<file path="config.mk">
export PLATFORM = sky130hd
export DESIGN_NAME = shelf_glyph_packer_blit_unit
export DESIGN_NICKNAME = d
export VERILOG_FILES = /design/src/hdl/sgp_pkg.sv /design/src/hdl/sgp_front.sv /design/src/hdl/sgp_queue.sv /design/src/hdl/sgp_back.sv /design/src/hdl/shelf_glyph_packer_blit_unit.sv
export SDC_FILE = /design/constraint.sdc
export NUM_CORES = 1
export LEC_CHECK = 0
export BUFFER_PORTS_ARGS = -buffer_cell sky130_fd_sc_hd__buf_2
export CELL_PAD_IN_SITES_DETAIL_PLACEMENT = 1
export CELL_PAD_IN_SITES_GLOBAL_PLACEMENT = 2
export CORE_MARGIN = 4
export CORE_UTILIZATION = 45
export DETAILED_ROUTE_END_ITERATION = 12
export PLACE_DENSITY_LB_ADDON = 0.1
export SYNTH_ARGS = -nofsm -noshare
export SYNTH_HDL_FRONTEND = slang
export SYNTH_SLANG_ARGS = --single-unit
export TNS_END_PERCENT = 5
</file>
<file path="constraint.sdc">
create_clock -name i_clk -period 19.5 [get_ports i_clk]
set_clock_uncertainty 0.15 [all_clocks]
set_input_delay 5.85 -clock i_clk [delete_from_list [all_inputs] [get_ports i_clk]]
set_output_delay 5.85 -clock i_clk [all_outputs]
set_load 0.02 [all_outputs]
</file>
<file path="src/hdl/sgp_pkg.sv">
// Shared types, codes and constants of the shelf glyph packer.
package sgp_pkg;

    localparam int QUEUE_DEPTH_DEF = 4;
    localparam int MAX_GLYPH_DIM   = 255;

    localparam logic [12:0] ATLAS_WIDTH_RESET  = 13'd1024;
    localparam logic [12:0] ATLAS_HEIGHT_RESET = 13'd1024;
    localparam logic [3:0]  PAD_RESET          = 4'd2;
    localparam logic [23:0] PIXEL_RGB_WHITE    = 24'hFF_FFFF;

    localparam logic [1:0] CMD_RESET = 2'd0;
    localparam logic [1:0] CMD_PLACE = 2'd1;
    localparam logic [1:0] CMD_PIXEL = 2'd2;
    localparam logic [1:0] CMD_NONE  = 2'd3;

    typedef enum logic [1:0] {
        CFG_ATLAS_WIDTH  = 2'd0,
        CFG_ATLAS_HEIGHT = 2'd1,
        CFG_PAD          = 2'd2
    } t_cfg_idx;

    typedef enum logic [1:0] {
        OP_RESET  = 2'd0,
        OP_PLACE  = 2'd1,
        OP_PIXEL  = 2'd2,
        OP_IGNORE = 2'd3
    } t_op;

    typedef enum logic [1:0] {
        KIND_PLACE      = 2'd0,
        KIND_PIXEL      = 2'd1,
        KIND_RESET_DONE = 2'd2,
        KIND_IGNORED    = 2'd3
    } t_kind;

    typedef enum logic [1:0] {
        ST_PLACED  = 2'd0,
        ST_EMPTY   = 2'd1,
        ST_REFUSED = 2'd2
    } t_status;

    typedef struct packed {
        logic [1:0] cmd;
        logic [7:0] glyph_width;
        logic [7:0] glyph_height;
        logic [7:0] coverage;
    } t_in_word;

    typedef struct packed {
        logic [1:0]  kind;
        logic [1:0]  status;
        logic [11:0] pos_x;
        logic [11:0] pos_y;
        logic [25:0] byte_address;
        logic [31:0] pixel_word;
    } t_out_word;

    typedef struct packed {
        logic [12:0] atlas_width;
        logic [12:0] atlas_height;
        logic [3:0]  pad;
    } t_cfg;

    // Classified word handed from the front to the back.
    typedef struct packed {
        t_op        op;
        logic       empty;
        logic       oversize;
        logic [7:0] glyph_width;
        logic [7:0] glyph_height;
        logic [7:0] coverage;
    } t_task;

    typedef struct packed {
        logic full;
        logic empty;
    } t_q_status;

endpackage

</file>
<file path="src/hdl/sgp_front.sv">
// Front end: input handshake and classification of each incoming word.
module sgp_front
    import sgp_pkg::*;
(
    input  logic      i_in_valid,
    input  t_in_word  i_in_word,
    input  t_q_status i_q_status,
    output logic      o_in_ready,
    output logic      o_push,
    output t_task     o_task
);

    localparam logic [9:0] MaxDim = 10'(MAX_GLYPH_DIM);

    t_op w_op;

    always_comb begin
        unique case (i_in_word.cmd)
            CMD_RESET: w_op = OP_RESET;
            CMD_PLACE: w_op = OP_PLACE;
            CMD_PIXEL: w_op = OP_PIXEL;
            CMD_NONE:  w_op = OP_IGNORE;
        endcase
    end

    assign o_in_ready = !i_q_status.full;
    assign o_push     = i_in_valid && !i_q_status.full;

    always_comb begin
        o_task.op           = w_op;
        o_task.empty        = (i_in_word.glyph_width == 8'd0) ||
                              (i_in_word.glyph_height == 8'd0);
        o_task.oversize     = ({2'b00, i_in_word.glyph_width} > MaxDim) ||
                              ({2'b00, i_in_word.glyph_height} > MaxDim);
        o_task.glyph_width  = i_in_word.glyph_width;
        o_task.glyph_height = i_in_word.glyph_height;
        o_task.coverage     = i_in_word.coverage;
    end

endmodule

</file>
<file path="src/hdl/sgp_queue.sv">
// Short FIFO of classified words between the front and the back.
module sgp_queue
    import sgp_pkg::*;
#(
    parameter int QUEUE_DEPTH = QUEUE_DEPTH_DEF
) (
    input  logic      i_clk,
    input  logic      i_rst_n,
    input  logic      i_push,
    input  t_task     i_task,
    input  logic      i_pop,
    output logic      o_valid,
    output t_task     o_task,
    output t_q_status o_status
);

    localparam int PW = $clog2(QUEUE_DEPTH);
    localparam int CW = $clog2(QUEUE_DEPTH + 1);
    localparam logic [PW-1:0] LastSlot = PW'(QUEUE_DEPTH - 1);
    localparam logic [CW-1:0] Depth    = CW'(QUEUE_DEPTH);

    t_task         r_slot [QUEUE_DEPTH];
    logic [PW-1:0] r_wr, n_wr;
    logic [PW-1:0] r_rd, n_rd;
    logic [CW-1:0] r_count, n_count;
    logic          w_push, w_pop;

    assign w_pop  = i_pop && (r_count != '0);
    assign w_push = i_push && (r_count != Depth);

    always_comb begin
        n_wr    = r_wr;
        n_rd    = r_rd;
        n_count = r_count;
        if (w_push) begin
            n_wr = (r_wr == LastSlot) ? '0 : r_wr + 1'b1;
        end
        if (w_pop) begin
            n_rd = (r_rd == LastSlot) ? '0 : r_rd + 1'b1;
        end
        if (w_push && !w_pop) begin
            n_count = r_count + 1'b1;
        end else if (w_pop && !w_push) begin
            n_count = r_count - 1'b1;
        end
    end

    always_ff @(posedge i_clk) begin
        if (!i_rst_n) begin
            r_wr    <= '0;
            r_rd    <= '0;
            r_count <= '0;
        end else begin
            r_wr    <= n_wr;
            r_rd    <= n_rd;
            r_count <= n_count;
        end
    end

    always_ff @(posedge i_clk) begin
        if (w_push) begin
            r_slot[r_wr] <= i_task;
        end
    end

    assign o_valid        = (r_count != '0);
    assign o_task         = r_slot[r_rd];
    assign o_status.full  = (r_count == Depth);
    assign o_status.empty = (r_count == '0);

endmodule

</file>
<file path="src/hdl/sgp_back.sv">
// Back end: shelf packer and blit state, address multiply and output register.
module sgp_back
    import sgp_pkg::*;
(
    input  logic      i_clk,
    input  logic      i_rst_n,
    input  t_cfg      i_cfg,
    input  logic      i_task_valid,
    input  t_task     i_task,
    output logic      o_pop,
    output logic      o_out_valid,
    input  logic      i_out_ready,
    output t_out_word o_out_word
);

    // Result of the state step, waiting for the address multiply.
    typedef struct packed {
        logic [1:0]  kind;
        logic [1:0]  status;
        logic [11:0] pos_x;
        logic [11:0] pos_y;
        logic [12:0] pix_x;
        logic [12:0] pix_y;
        logic [7:0]  coverage;
    } t_step;

    logic [12:0] r_pen_x, n_pen_x;
    logic [12:0] r_pen_y, n_pen_y;
    logic [8:0]  r_shelf, n_shelf;
    logic [11:0] r_org_x, n_org_x;
    logic [11:0] r_org_y, n_org_y;
    logic [7:0]  r_col, n_col;
    logic [7:0]  r_row, n_row;
    logic [7:0]  r_blit_w, n_blit_w;
    logic [7:0]  r_blit_h, n_blit_h;
    logic        r_active, n_active;

    logic        r_step_valid;
    t_step       r_step, n_step;
    logic        r_out_valid;
    t_out_word   r_out;

    logic        w_out_adv, w_step_adv;
    logic [9:0]  w_box_w, w_box_h;
    logic        w_wrap, w_fit_y, w_too_wide;
    logic [12:0] w_pen_x, w_pen_y;
    logic [8:0]  w_shelf;
    logic [11:0] w_ox, w_oy;
    logic        w_last_col, w_last_row;
    logic [25:0] w_prod;
    logic [23:0] w_lin;

    assign w_out_adv  = !r_out_valid || i_out_ready;
    assign w_step_adv = !r_step_valid || w_out_adv;
    assign o_pop      = i_task_valid && w_step_adv;

    // Padded box and the shelf decision.
    always_comb begin
        w_box_w    = {2'b00, i_task.glyph_width} + {5'b0, i_cfg.pad, 1'b0};
        w_box_h    = {2'b00, i_task.glyph_height} + {5'b0, i_cfg.pad, 1'b0};
        w_too_wide = i_task.oversize || ({3'b0, w_box_w} > i_cfg.atlas_width);
        w_wrap     = ({1'b0, r_pen_x} + {4'b0, w_box_w}) > {1'b0, i_cfg.atlas_width};
        w_pen_x    = w_wrap ? {9'b0, i_cfg.pad} : r_pen_x;
        w_pen_y    = w_wrap ? (r_pen_y + {4'b0, r_shelf}) : r_pen_y;
        w_shelf    = w_wrap ? 9'd0 : r_shelf;
        w_fit_y    = ({1'b0, w_pen_y} + {4'b0, w_box_h}) <= {1'b0, i_cfg.atlas_height};
        w_ox       = w_pen_x[11:0] + {8'b0, i_cfg.pad};
        w_oy       = w_pen_y[11:0] + {8'b0, i_cfg.pad};
        w_last_col = ({1'b0, r_col} + 9'd1) >= {1'b0, r_blit_w};
        w_last_row = ({1'b0, r_row} + 9'd1) >= {1'b0, r_blit_h};
    end

    always_comb begin
        n_pen_x  = r_pen_x;
        n_pen_y  = r_pen_y;
        n_shelf  = r_shelf;
        n_org_x  = r_org_x;
        n_org_y  = r_org_y;
        n_col    = r_col;
        n_row    = r_row;
        n_blit_w = r_blit_w;
        n_blit_h = r_blit_h;
        n_active = r_active;
        n_step   = '0;
        unique case (i_task.op)
            OP_RESET: begin
                n_pen_x     = {9'b0, i_cfg.pad};
                n_pen_y     = {9'b0, i_cfg.pad};
                n_shelf     = '0;
                n_active    = 1'b0;
                n_step.kind = KIND_RESET_DONE;
            end
            OP_PLACE: begin
                n_active    = 1'b0;
                n_step.kind = KIND_PLACE;
                if (i_task.empty) begin
                    n_step.status = ST_EMPTY;
                end else if (w_too_wide) begin
                    n_step.status = ST_REFUSED;
                end else begin
                    // A new shelf stays even when the box is then refused at the bottom.
                    n_pen_x = w_pen_x;
                    n_pen_y = w_pen_y;
                    n_shelf = w_shelf;
                    if (!w_fit_y) begin
                        n_step.status = ST_REFUSED;
                    end else begin
                        n_org_x       = w_ox;
                        n_org_y       = w_oy;
                        n_col         = '0;
                        n_row         = '0;
                        n_blit_w      = i_task.glyph_width;
                        n_blit_h      = i_task.glyph_height;
                        n_active      = 1'b1;
                        n_pen_x       = w_pen_x + {3'b0, w_box_w};
                        n_shelf       = ({1'b0, w_box_h} > {2'b0, w_shelf}) ?
                                        w_box_h[8:0] : w_shelf;
                        n_step.status = ST_PLACED;
                        n_step.pos_x  = w_ox;
                        n_step.pos_y  = w_oy;
                    end
                end
            end
            OP_PIXEL: begin
                if (!r_active) begin
                    n_step.kind = KIND_IGNORED;
                end else begin
                    n_step.kind     = KIND_PIXEL;
                    n_step.pix_x    = {1'b0, r_org_x} + {5'b0, r_col};
                    n_step.pix_y    = {1'b0, r_org_y} + {5'b0, r_row};
                    n_step.coverage = i_task.coverage;
                    if (w_last_col) begin
                        n_col = '0;
                        if (w_last_row) begin
                            n_row    = '0;
                            n_active = 1'b0;
                        end else begin
                            n_row = r_row + 8'd1;
                        end
                    end else begin
                        n_col = r_col + 8'd1;
                    end
                end
            end
            OP_IGNORE: begin
                n_step.kind = KIND_IGNORED;
            end
        endcase
    end

    always_ff @(posedge i_clk) begin
        if (!i_rst_n) begin
            r_pen_x      <= {9'b0, PAD_RESET};
            r_pen_y      <= {9'b0, PAD_RESET};
            r_shelf      <= '0;
            r_org_x      <= '0;
            r_org_y      <= '0;
            r_col        <= '0;
            r_row        <= '0;
            r_blit_w     <= '0;
            r_blit_h     <= '0;
            r_active     <= 1'b0;
            r_step_valid <= 1'b0;
        end else begin
            if (o_pop) begin
                r_pen_x  <= n_pen_x;
                r_pen_y  <= n_pen_y;
                r_shelf  <= n_shelf;
                r_org_x  <= n_org_x;
                r_org_y  <= n_org_y;
                r_col    <= n_col;
                r_row    <= n_row;
                r_blit_w <= n_blit_w;
                r_blit_h <= n_blit_h;
                r_active <= n_active;
            end
            if (w_step_adv) begin
                r_step_valid <= i_task_valid;
            end
        end
    end

    always_ff @(posedge i_clk) begin
        if (o_pop) begin
            r_step <= n_step;
        end
    end

    // Only the low 24 bits of the pixel index survive the byte scaling.
    assign w_prod = r_step.pix_y * i_cfg.atlas_width;
    assign w_lin  = w_prod[23:0] + {11'b0, r_step.pix_x};

    always_ff @(posedge i_clk) begin
        if (!i_rst_n) begin
            r_out_valid <= 1'b0;
        end else if (w_out_adv) begin
            r_out_valid <= r_step_valid;
        end
    end

    always_ff @(posedge i_clk) begin
        if (w_out_adv && r_step_valid) begin
            r_out.kind   <= r_step.kind;
            r_out.status <= r_step.status;
            r_out.pos_x  <= r_step.pos_x;
            r_out.pos_y  <= r_step.pos_y;
            if (r_step.kind == KIND_PIXEL) begin
                r_out.byte_address <= {w_lin, 2'b00};
                r_out.pixel_word   <= {r_step.coverage, PIXEL_RGB_WHITE};
            end else begin
                r_out.byte_address <= '0;
                r_out.pixel_word   <= '0;
            end
        end
    end

    assign o_out_valid = r_out_valid;
    assign o_out_word  = r_out;

endmodule

</file>
<file path="src/hdl/shelf_glyph_packer_blit_unit.sv">
// An accepted input word passes through the queue, the step register and the output register.
// Throughput: one word per cycle while the result side is ready; the packer state updates
// once per word, and the pixel address multiply sits in the following stage.
// Reset (synchronous, active low) empties the queue and pipeline, sets the pen
// to the reset padding, clears the shelf and blit state and reloads the config.
module shelf_glyph_packer_blit_unit
    import sgp_pkg::*;
#(
    parameter int QUEUE_DEPTH = QUEUE_DEPTH_DEF
) (
    input  logic        i_clk,
    input  logic        i_rst_n,
    input  logic        i_cfg_valid,
    output logic        o_cfg_ready,
    input  logic [1:0]  i_cfg_index,
    input  logic [12:0] i_cfg_data,
    input  logic        i_in_valid,
    output logic        o_in_ready,
    input  t_in_word    i_in_word,
    output logic        o_out_valid,
    input  logic        i_out_ready,
    output t_out_word   o_out_word
);

    t_cfg      r_cfg;
    t_q_status w_q_status;
    logic      w_push, w_pop, w_task_valid;
    t_task     w_push_task, w_task;

    assign o_cfg_ready = 1'b1;

    always_ff @(posedge i_clk) begin
        if (!i_rst_n) begin
            r_cfg.atlas_width  <= ATLAS_WIDTH_RESET;
            r_cfg.atlas_height <= ATLAS_HEIGHT_RESET;
            r_cfg.pad          <= PAD_RESET;
        end else if (i_cfg_valid) begin
            unique case (i_cfg_index)
                CFG_ATLAS_WIDTH:  r_cfg.atlas_width  <= i_cfg_data;
                CFG_ATLAS_HEIGHT: r_cfg.atlas_height <= i_cfg_data;
                CFG_PAD:          r_cfg.pad          <= i_cfg_data[3:0];
                default: begin
                end
            endcase
        end
    end

    sgp_front u_front (
        .i_in_valid (i_in_valid),
        .i_in_word  (i_in_word),
        .i_q_status (w_q_status),
        .o_in_ready (o_in_ready),
        .o_push     (w_push),
        .o_task     (w_push_task)
    );

    sgp_queue #(
        .QUEUE_DEPTH (QUEUE_DEPTH)
    ) u_queue (
        .i_clk    (i_clk),
        .i_rst_n  (i_rst_n),
        .i_push   (w_push),
        .i_task   (w_push_task),
        .i_pop    (w_pop),
        .o_valid  (w_task_valid),
        .o_task   (w_task),
        .o_status (w_q_status)
    );

    sgp_back u_back (
        .i_clk        (i_clk),
        .i_rst_n      (i_rst_n),
        .i_cfg        (r_cfg),
        .i_task_valid (w_task_valid),
        .i_task       (w_task),
        .o_pop        (w_pop),
        .o_out_valid  (o_out_valid),
        .i_out_ready  (i_out_ready),
        .o_out_word   (o_out_word)
    );

    a_queue_status: assert property (@(posedge i_clk) disable iff (!i_rst_n)
        !(w_q_status.full && w_q_status.empty))
        else $error("queue reports full and empty at once");

    a_pop_needs_word: assert property (@(posedge i_clk) disable iff (!i_rst_n)
        w_pop |-> !w_q_status.empty)
        else $error("back end popped an empty queue");

    a_non_pixel_clean: assert property (@(posedge i_clk) disable iff (!i_rst_n)
        (o_out_valid && (o_out_word.kind != KIND_PIXEL)) |->
        ((o_out_word.byte_address == '0) && (o_out_word.pixel_word == '0)))
        else $error("non-pixel word carries pixel fields");

    a_refused_no_pos: assert property (@(posedge i_clk) disable iff (!i_rst_n)
        (o_out_valid && (o_out_word.kind == KIND_PLACE) &&
         (o_out_word.status != ST_PLACED)) |->
        ((o_out_word.pos_x == '0) && (o_out_word.pos_y == '0)))
        else $error("unplaced glyph reports a position");

endmodule

</file>
==> impl_metrics.tcl, run 1 <==
set metrics [dict create \
    fin_tns_setup_ns 0 \
    path_clk_slew_ns 0.06 \
    die_height_um 243 \
    crit_arrival_ns 11.77 \
    routed_wirelength_mm 73.0 \
    htreeDepth 2 \
    worstRegToRegCells 42 \
    grt_pass1_vias 18900 \
    setup_viol 0 \
    grt_setup_unrepaired "no" \
    clock-root-buffer "clkbuf_16" \
    crit_top_cell "a21oi_1" \
    grt_max_degree 62 \
    holdBufCountCts 0 \
    first_pass_iters 5 \
    grt_use_total_pct 24.6 \
    clk_path_buf_depth 3 \
    clkSinkCount 364 \
    synth_edf_count 231 \
    hold_viol 0 \
    num-nets-final 2881 \
    ys_seq_area_share_pct 38.8 \
    cpMaxStageDelayCell "a21oi_4" \
    syn_to_final_growth_pct 11.4 \
    critPathMaxFanout 26 \
    hpwlAfterDp_mm 56.7 \
    ant_nets 0 \
    whs_ns 0.266 \
    synth_commonest_cells "inv_1, nand2_1, edfxtp_1, ha_1, nor2_1" \
    die_area_sq_mm 0.0589 \
    critPathCaptureType "flop" \
    cts_tree "done" \
    io_pins 135 \
    ys_types 86 \
    powerDensity_mw_per_mm2 140 \
    drt_iter0_markers 1031 \
    syn_avg_cell_area_sq_um 10.4 \
    rows 85 \
    yosys_most_used_dff "edfxtp_1" \
    slew_headroom_pct 28.7 \
    min_period_over_period_pct 58.8 \
    io_buffers 131 \
    maxCapViolations 0 \
    min_to "u_back.o_out_word[79]" \
    max-vdd-ir-drop_mv 0.0893 \
    critical_path_class "flop to flop" \
    ys_top_cells_by_area "edfxtp_1, fa_1, ha_1, dfxtp_1, inv_1" \
    drive_gt1_share_pct 11.4 \
    place_congestion 0.911 \
    n_fill_cell 5927 \
    run_status "finished clean" \
    hp-start "u_back.r_step[55]" \
    slowest_delay_ns 0.62 \
    postCtsSetupBuffers 0 \
    avgViaCountPerCell 5.52 \
    worst_setup_path_start_kind "flop" \
    synth.top_cell.area_share_pct 28.0 \
    ff2ff_setup_slack_ns 8.04 \
    p_leak_nw 11.9 \
    period_needed_ns 11.46 \
    worstHoldPathCells 0 \
    synth_warnings 0 \
    synth-async-reset-ratio_pct 0 \
    cts_resized 0 \
    synth_most_common_cell "inv_1" \
    hold_path.class "flop to flop" \
    placed_area_sq_mm 0.0260 \
    gr-total-overflow 0 \
    grt_antenna_before_repair 4 \
    coreArea_sq_mm 0.0541 \
    r2r-end "u_back.r_row[2]" \
    worst_pin_slew_ns 1.07 \
    cp.required_ns 19.81 \
    final_cell_area_sq_mm 0.0276 \
    syn_inst 2383 \
    num_vias 17700 \
    fmax_mhz 87.3 \
    grt_pass1_wl_mm 113 \
    yosys_register_bits 364 \
    cts_inserted_buffers 42 \
    synth_top_area_cell "edfxtp_1" \
    initial_utilization_pct 45.8 \
    wl_per_cell_um 22.7 \
    clk_latency_ns 0.59 \
    drc 0 \
    chipWidth_um 243 \
    slew_violations 0 \
    synth_area_sq_mm 0.0248 \
]
[report_power, final]
part           switching [mW]  leakage, nW  internal [mW]
registers               0.142         3.29           1.02
clock network           0.340        0.782          0.577
logic                    1.11         7.87          0.666
total                    1.59         11.9           2.26
[cell usage in the layout (no fill, tap or decap), types with 76 or more instances in the layout]
cell type / synthesis / routed
inv_1: 267 / 266
nand2_1: 263 / 263
edfxtp_1: 231 / 231
ha_1: 217 / 217
nor2_1: 172 / 172
fa_1: 140 / 140
dfxtp_1: 133 / 132
buf_2: 4 / 131
a21oi_1: 109 / 109
and2_1: 85 / 85
xnor2_1: 76 / 76
[per-layer routing]
layer | vias up | wire [um] | GRT usage, %
met2 | 370 | 35600 | 42.3
li1 | 8302 | - | -
met3 | 98 | 3270 | 3.49
met1 | 8936 | 32100 | 32.9
met4 | 2 | 2000 | 6.77
met5 | - | 13 | 0
[flip-flops by register name (all words and copies together) (netlist names), 3 cells and up, named ones only]
| signal | cells |
|---|---|
| r_cfg | 30 |
| u_back.o_out_word | 61 |
| u_back.r_blit_h | 8 |
| u_back.r_blit_w | 8 |
| u_back.r_col | 8 |
| u_back.r_org_x | 12 |
| u_back.r_org_y | 12 |
| u_back.r_pen_x | 13 |
| u_back.r_pen_y | 13 |
| u_back.r_row | 8 |
| u_back.r_shelf | 9 |
| u_back.r_step | 62 |
| u_queue.r_count | 3 |
| u_queue.r_slot | 108 |
[worst max-delay path, delay by kind of cell, from the launching register on]
| kind | cells | cell delay, ns |
|---|---|---|
| simple gates | 8 | 1.55 |
| mux | 2 | 1.04 |
| compound gates | 22 | 5.40 |
| flops | 1 | 0.42 |
| buf+inv | 2 | 0.62 |
| fa+ha+maj | 5 | 1.58 |
| xor+xnor | 3 | 0.54 |
[worst max path at each step]
stage,start,to,depth (start not counted)
floorplan,flop,u_back.r_row[2],45
global placement,flop,u_back.r_row[2],42
detailed placement,flop,u_back.r_row[2],42
CTS,flop,u_back.r_row[2],42
global route,flop,u_back.r_row[2],42
finish,flop,u_back.r_row[2],42
[cells by family (layout without fill, tap and decap cells)]
| family | after synthesis | count (layout) | share of synthesized area (%) |
|---|---|---|---|
| xor gates and xnor gates | 120 | 120 | 4.24 |
| muxes | 82 | 82 | 4.69 |
| adders and majority gates | 359 | 359 | 22.4 |
| buffers and inverters | 378 | 506 | 6.43 |
| and+or+nand+nor | 727 | 727 | 14.0 |
| DFF | 364 | 364 | 38.8 |
| AOI/OAI and AO/OA | 351 | 351 | 9.50 |
| other | 2 | 4 | 0.0303 |
[through the flow]
step	util (%)	setup WS, ns	instances	power (mW)
5_1_grt	51.0	7.09	3208	4.12
6_report	51.0	8.04	3209	3.85
4_1_cts	51.0	8.07	3208	3.88
3_3_place_gp	47.9	8.44	3130	2.90
3_5_place_dp	47.9	8.14	3130	2.94
2_1_floorplan	-	9.55	2384	2.37
[layout make-up]
| cell class | count | area, sq um | share of cell area (%) |
|---|---|---|---|
| clock inverter | 22 | 458 | 1.66 |
| timing repair buffer | 160 | 873 | 3.17 |
| tap | 696 | 871 | 3.16 |
| multi-input combinational | 1642 | 13600 | 49.3 |
| inverter | 268 | 1010 | 3.65 |
| clock buffer | 56 | 1170 | 4.26 |
| sequential | 364 | 9600 | 34.8 |
| antenna | 1 | 2.50 | 0.00907 |
(Power assumes the default switching activity.)
==> run 2: changes to the inputs <==
- CORE_UTILIZATION: 45 -> 41
- clock period: 19.5 -> 12 ns (I/O delays scaled with it)
==> impl_metrics.tcl, run 2 (same netlist as run 1, synthesis figures left out) <==
set metrics [dict create \
    run_status "finished clean" \
    chipWidth_um 254 \
    min_to "u_back.o_out_word[64]" \
    period_needed_ns 11.18 \
    drive_gt1_share_pct 11.6 \
    place_congestion 0.903 \
    seqCellArea_sq_mm 0.00960 \
    avgViaCountPerCell 5.30 \
    cts_tree "done" \
    io_pins 135 \
    critPathCaptureType "flop" \
    grt_setup_unrepaired "no" \
    grt_pass1_wl_mm 110 \
    crit_arrival_ns 11.49 \
    powerDensity_mw_per_mm2 220 \
    ff2ff_setup_slack_ns 0.82 \
    slew_headroom_pct 37.1 \
    slew_violations 0 \
    worstRegToRegCells 42 \
    syn_to_final_growth_pct 11.4 \
    drc 0 \
    num_vias 17400 \
    pre_cts_ws_ns 0.941 \
    hpwlAfterDp_mm 54.7 \
    drt_iter0_markers 987 \
    top_register "u_queue.r_slot" \
    grt_max_degree 62 \
    max-vdd-ir-drop_mv 0.136 \
    worst_pin_slew_ns 0.936 \
    maxCapViolations 0 \
    worst_setup_path_start_kind "flop" \
    cpMaxStageDelayCell "a21oi_4" \
    holdBufCountCts 0 \
    coreArea_sq_mm 0.0595 \
    fmax_mhz 89.5 \
    wl_per_cell_um 21.5 \
    multi_input_area_sq_mm 0.0136 \
    largest_register_ffs 108 \
    clk_latency_ns 0.62 \
    htreeDepth 2 \
    setup_viol 0 \
    postCtsSetupBuffers 0 \
    min_period_over_period_pct 93.1 \
    setup_slack_ns 0.825 \
    placed_area_sq_mm 0.0261 \
    final_cell_area_sq_mm 0.0276 \
    io_buffers 131 \
    p_leak_nw 11.9 \
    gr-total-overflow 0 \
    final_common_cell "inv_1" \
    initial_utilization_pct 41.7 \
    slowest_delay_ns 0.63 \
    clock-root-buffer "clkbuf_16" \
    n_fill_cell 6540 \
    whs_ns 0.276 \
    hp-start "u_back.r_step[40]" \
    r2r-end "u_back.r_row[2]" \
    p_total_mw 6.07 \
    path_clk_slew_ns 0.06 \
    fin_util_pct 46.4 \
    rows 89 \
    critPathMaxFanout 19 \
    num-nets-final 2886 \
    grt_antenna_before_repair 1 \
    die_area_sq_mm 0.0644 \
    worstHoldPathCells 0 \
    clkSinkCount 364 \
    final_cells 3293 \
    first_pass_iters 5 \
    hold_viol 0 \
    cts_inserted_buffers 44 \
    place_inst 3209 \
    hold_path.class "flop to flop" \
    routed_wirelength_mm 70.7 \
    fin_tns_setup_ns 0 \
    critical_path_class "flop to flop" \
    ant_nets 0 \
    clk_path_buf_depth 3 \
    grt_use_total_pct 22.1 \
    cp.required_ns 12.31 \
    grt_pass1_vias 18800 \
    layout_common_cells "inv_1, nand2_1, edfxtp_1, ha_1, nor2_1" \
    die_height_um 254 \
]
run 2: cell types whose count changed in the layout (fill, tap and decap cells not counted), moves of 2 or more:
cell,delta
bufinv_16,-9
clkinv_1,+5
clkbuf_1,-4
clkbuf_16,+4
clkinv_4,+4
inv_6,+4
clkbuf_8,-3
buf_4,+2
clkinvlp_2,+2
run 2: worst max-delay path: cells and delay by family (launching register included):
kind / cells / cell delay [ns]
AO/OA/AOI/OAI: 20 / 4.73
adder cells (fa/ha/maj): 8 / 2.77
AND/OR/NAND/NOR: 10 / 1.76
multiplexers: 1 / 0.61
flip-flops: 1 / 0.60
XOR/XNOR: 2 / 0.33
buffers and inverters: 1 / 0.06
run 2: report_power, final:
group	total, mW	switching (mW)	internal [mW]
clock	1.38	0.591	0.786
sequential	1.87	0.219	1.65
combinational	2.83	1.75	1.08
run 2: how the worst max path moves through the flow:
stage | slack (ns) | cells after the start | start | endpoint
2_1_floorplan | 2.05 | 45 | flop | u_back.r_row[2]
3_3_place_gp | 1.26 | 42 | flop | u_back.r_row[2]
3_5_place_dp | 0.94 | 42 | flop | u_back.r_row[2]
4_1_cts | 0.86 | 42 | flop | u_back.r_row[2]
5_1_grt | 0.05 | 42 | flop | u_back.r_row[2]
6_report | 0.82 | 42 | flop | u_back.r_row[2]
run 2: cell type report:
| type | instances | share of cell area [%] |
|---|---|---|
| sequential | 364 | 34.8 |
| antenna | 1 | 0.00907 |
| clock buffer | 53 | 4.42 |
| clock inverter | 29 | 1.08 |
| timing repair buffer | 162 | 3.22 |
| tap | 773 | 3.51 |
| multi-input combinational | 1643 | 49.3 |
| inverter | 268 | 3.65 |
run 2: metal layers:
metal  vias to the layer above  GRT usage, %  share of wire [%]
met5                         -             0                  0
met4                         0          6.39                2.7
met3                        85          2.75                3.4
met2                       273          37.5                 48
met1                      8784          29.8                 46
li1                       8304             -                  -
run 2: what timing repair did:
| item | in CTS | in global routing |
|---|---|---|
| setup endpoints to repair | 0 | 3 |
| hold endpoints to repair | 0 | 0 |
| resized for setup | 0 | 0 |
==> run 3: changes to the inputs <==
- CORE_UTILIZATION: 41 -> 40
- clock period: 12 -> 14.09 ns (I/O delays scaled with it)
==> impl_metrics.tcl, run 3 (same netlist as run 1, synthesis figures left out) <==
set metrics [dict create \
    rows 90 \
    hold_path.class "flop to flop" \
    postCtsSetupBuffers 0 \
    clk_path_buf_depth 3 \
    first_pass_iters 5 \
    avgViaCountPerCell 5.32 \
    holdBufCountCts 0 \
    run_status "finished clean" \
    n_antenna_cell 0 \
    hpwlAfterDp_mm 57.2 \
    die_area_sq_mm 0.0660 \
    n_fill_cell 6711 \
    period_needed_ns 11.47 \
    largest_register_ffs 108 \
    syn_to_final_growth_pct 11.7 \
    whs_ns 0.265 \
    clkSinkCount 364 \
    final_common_cell "inv_1" \
    cts_inserted_buffers 44 \
    chipWidth_um 257 \
    grt_pass1_vias 18700 \
    path_clk_slew_ns 0.06 \
    slew_violations 0 \
    p_leak_nw 11.9 \
    grt_max_degree 66 \
    grt_use_total_pct 22.2 \
    cpMaxStageDelayCell "a21oi_4" \
    grt_pass1_wl_mm 114 \
    setup_viol 0 \
    layout_common_cells "inv_1, nand2_1, edfxtp_1, ha_1, nor2_1" \
    ant_nets 0 \
    seqCellArea_sq_mm 0.00960 \
    initial_utilization_pct 40.7 \
    worst_pin_slew_ns 1.04 \
    num_vias 17500 \
    num-nets-final 2885 \
    grt_setup_unrepaired "no" \
    max-vdd-ir-drop_mv 0.0995 \
    drc 0 \
    drt_iter0_markers 976 \
    clock-root-buffer "clkbuf_16" \
    slew_headroom_pct 30.0 \
    die_height_um 257 \
    critPathCaptureType "flop" \
    clk_latency_ns 0.58 \
    pre_cts_ws_ns 2.65 \
    ff2ff_setup_slack_ns 2.62 \
    wl_per_cell_um 22.2 \
    cts_tree "done" \
    cts_resized 0 \
    powerDensity_mw_per_mm2 190 \
    routed_wirelength_mm 73.2 \
    drive_gt1_share_pct 11.6 \
    io_buffers 131 \
    htreeDepth 2 \
    crit_top_cell "ha_1" \
    cp.required_ns 14.41 \
    fmax_mhz 87.2 \
    crit_arrival_ns 11.80 \
    fin_util_pct 45.5 \
    io_pins 135 \
    p_total_mw 5.26 \
    min_period_over_period_pct 81.4 \
    grt_antenna_before_repair 3 \
    fin_tns_setup_ns 0 \
    slowest_delay_ns 0.65 \
    maxCapViolations 0 \
    setup_slack_ns 2.62 \
    critPathMaxFanout 26 \
    multi_input_area_sq_mm 0.0136 \
    top_register "u_queue.r_slot" \
    critical_path_class "flop to flop" \
    place_congestion 0.886 \
    worst_setup_path_start_kind "flop" \
    gr-total-overflow 0 \
    hold_viol 0 \
    coreArea_sq_mm 0.0608 \
]
-- run 3: worst paths after layout --
check / from / endpoint / depth (start not counted)
worst min-delay path: u_back.r_step[56] / u_back.o_out_word[80] / 0
worst max register to register: flop / u_back.r_row[2] / 42
worst min register to register: u_back.r_step[56] / u_back.o_out_word[80] / 0
worst max-delay path: flop / u_back.r_row[2] / 42
-- run 3: cell type report --
type                    count  share of cell area (%)
flip-flops and latches    364                    34.7
well taps                 782                    3.54
repair buffers            162                    3.21
inverters                 268                    3.64
multi-input cells        1642                    49.2
clock inverters            26                    1.39
clock buffers              56                    4.36
-- run 3: power breakdown --
part           switching (mW)  leakage, nW  internal [mW]
combinational            1.53         7.88          0.919
clock                   0.481        0.769          0.744
sequential              0.186         3.29           1.40
total                    2.19         11.9           3.07
-- run 3: worst max-delay path, delay by kind of cell (launching register included) --
| kind | cells | cell delay, ns |
|---|---|---|
| AO/OA/AOI/OAI | 22 | 5.38 |
| XOR/XNOR | 3 | 0.54 |
| adder cells (fa/ha/maj) | 5 | 1.58 |
| buffers and inverters | 2 | 0.60 |
| flip-flops | 1 | 0.48 |
| multiplexers | 2 | 1.04 |
| AND/OR/NAND/NOR | 8 | 1.57 |
-- run 3: layer usage --
| metal | part of all wire (%) | routed length, um | vias up | GRT usage [%] |
|---|---|---|---|---|
| met1 | 46 | 33300 | 8835 | 30.1 |
| met5 | 0 | 0 | - | 0 |
| met2 | 48 | 35100 | 300 | 37.5 |
| met4 | 2.6 | 1870 | 0 | 5.97 |
| met3 | 4.0 | 2920 | 103 | 3.28 |
| li1 | - | - | 8305 | - |
-- run 3: metrics by stage --
stage	area, sq um	instances
floorplan	24800	2384
global placement	26100	3218
detailed placement	26100	3218
CTS	27700	3300
global route	27700	3300
finish	27700	3300
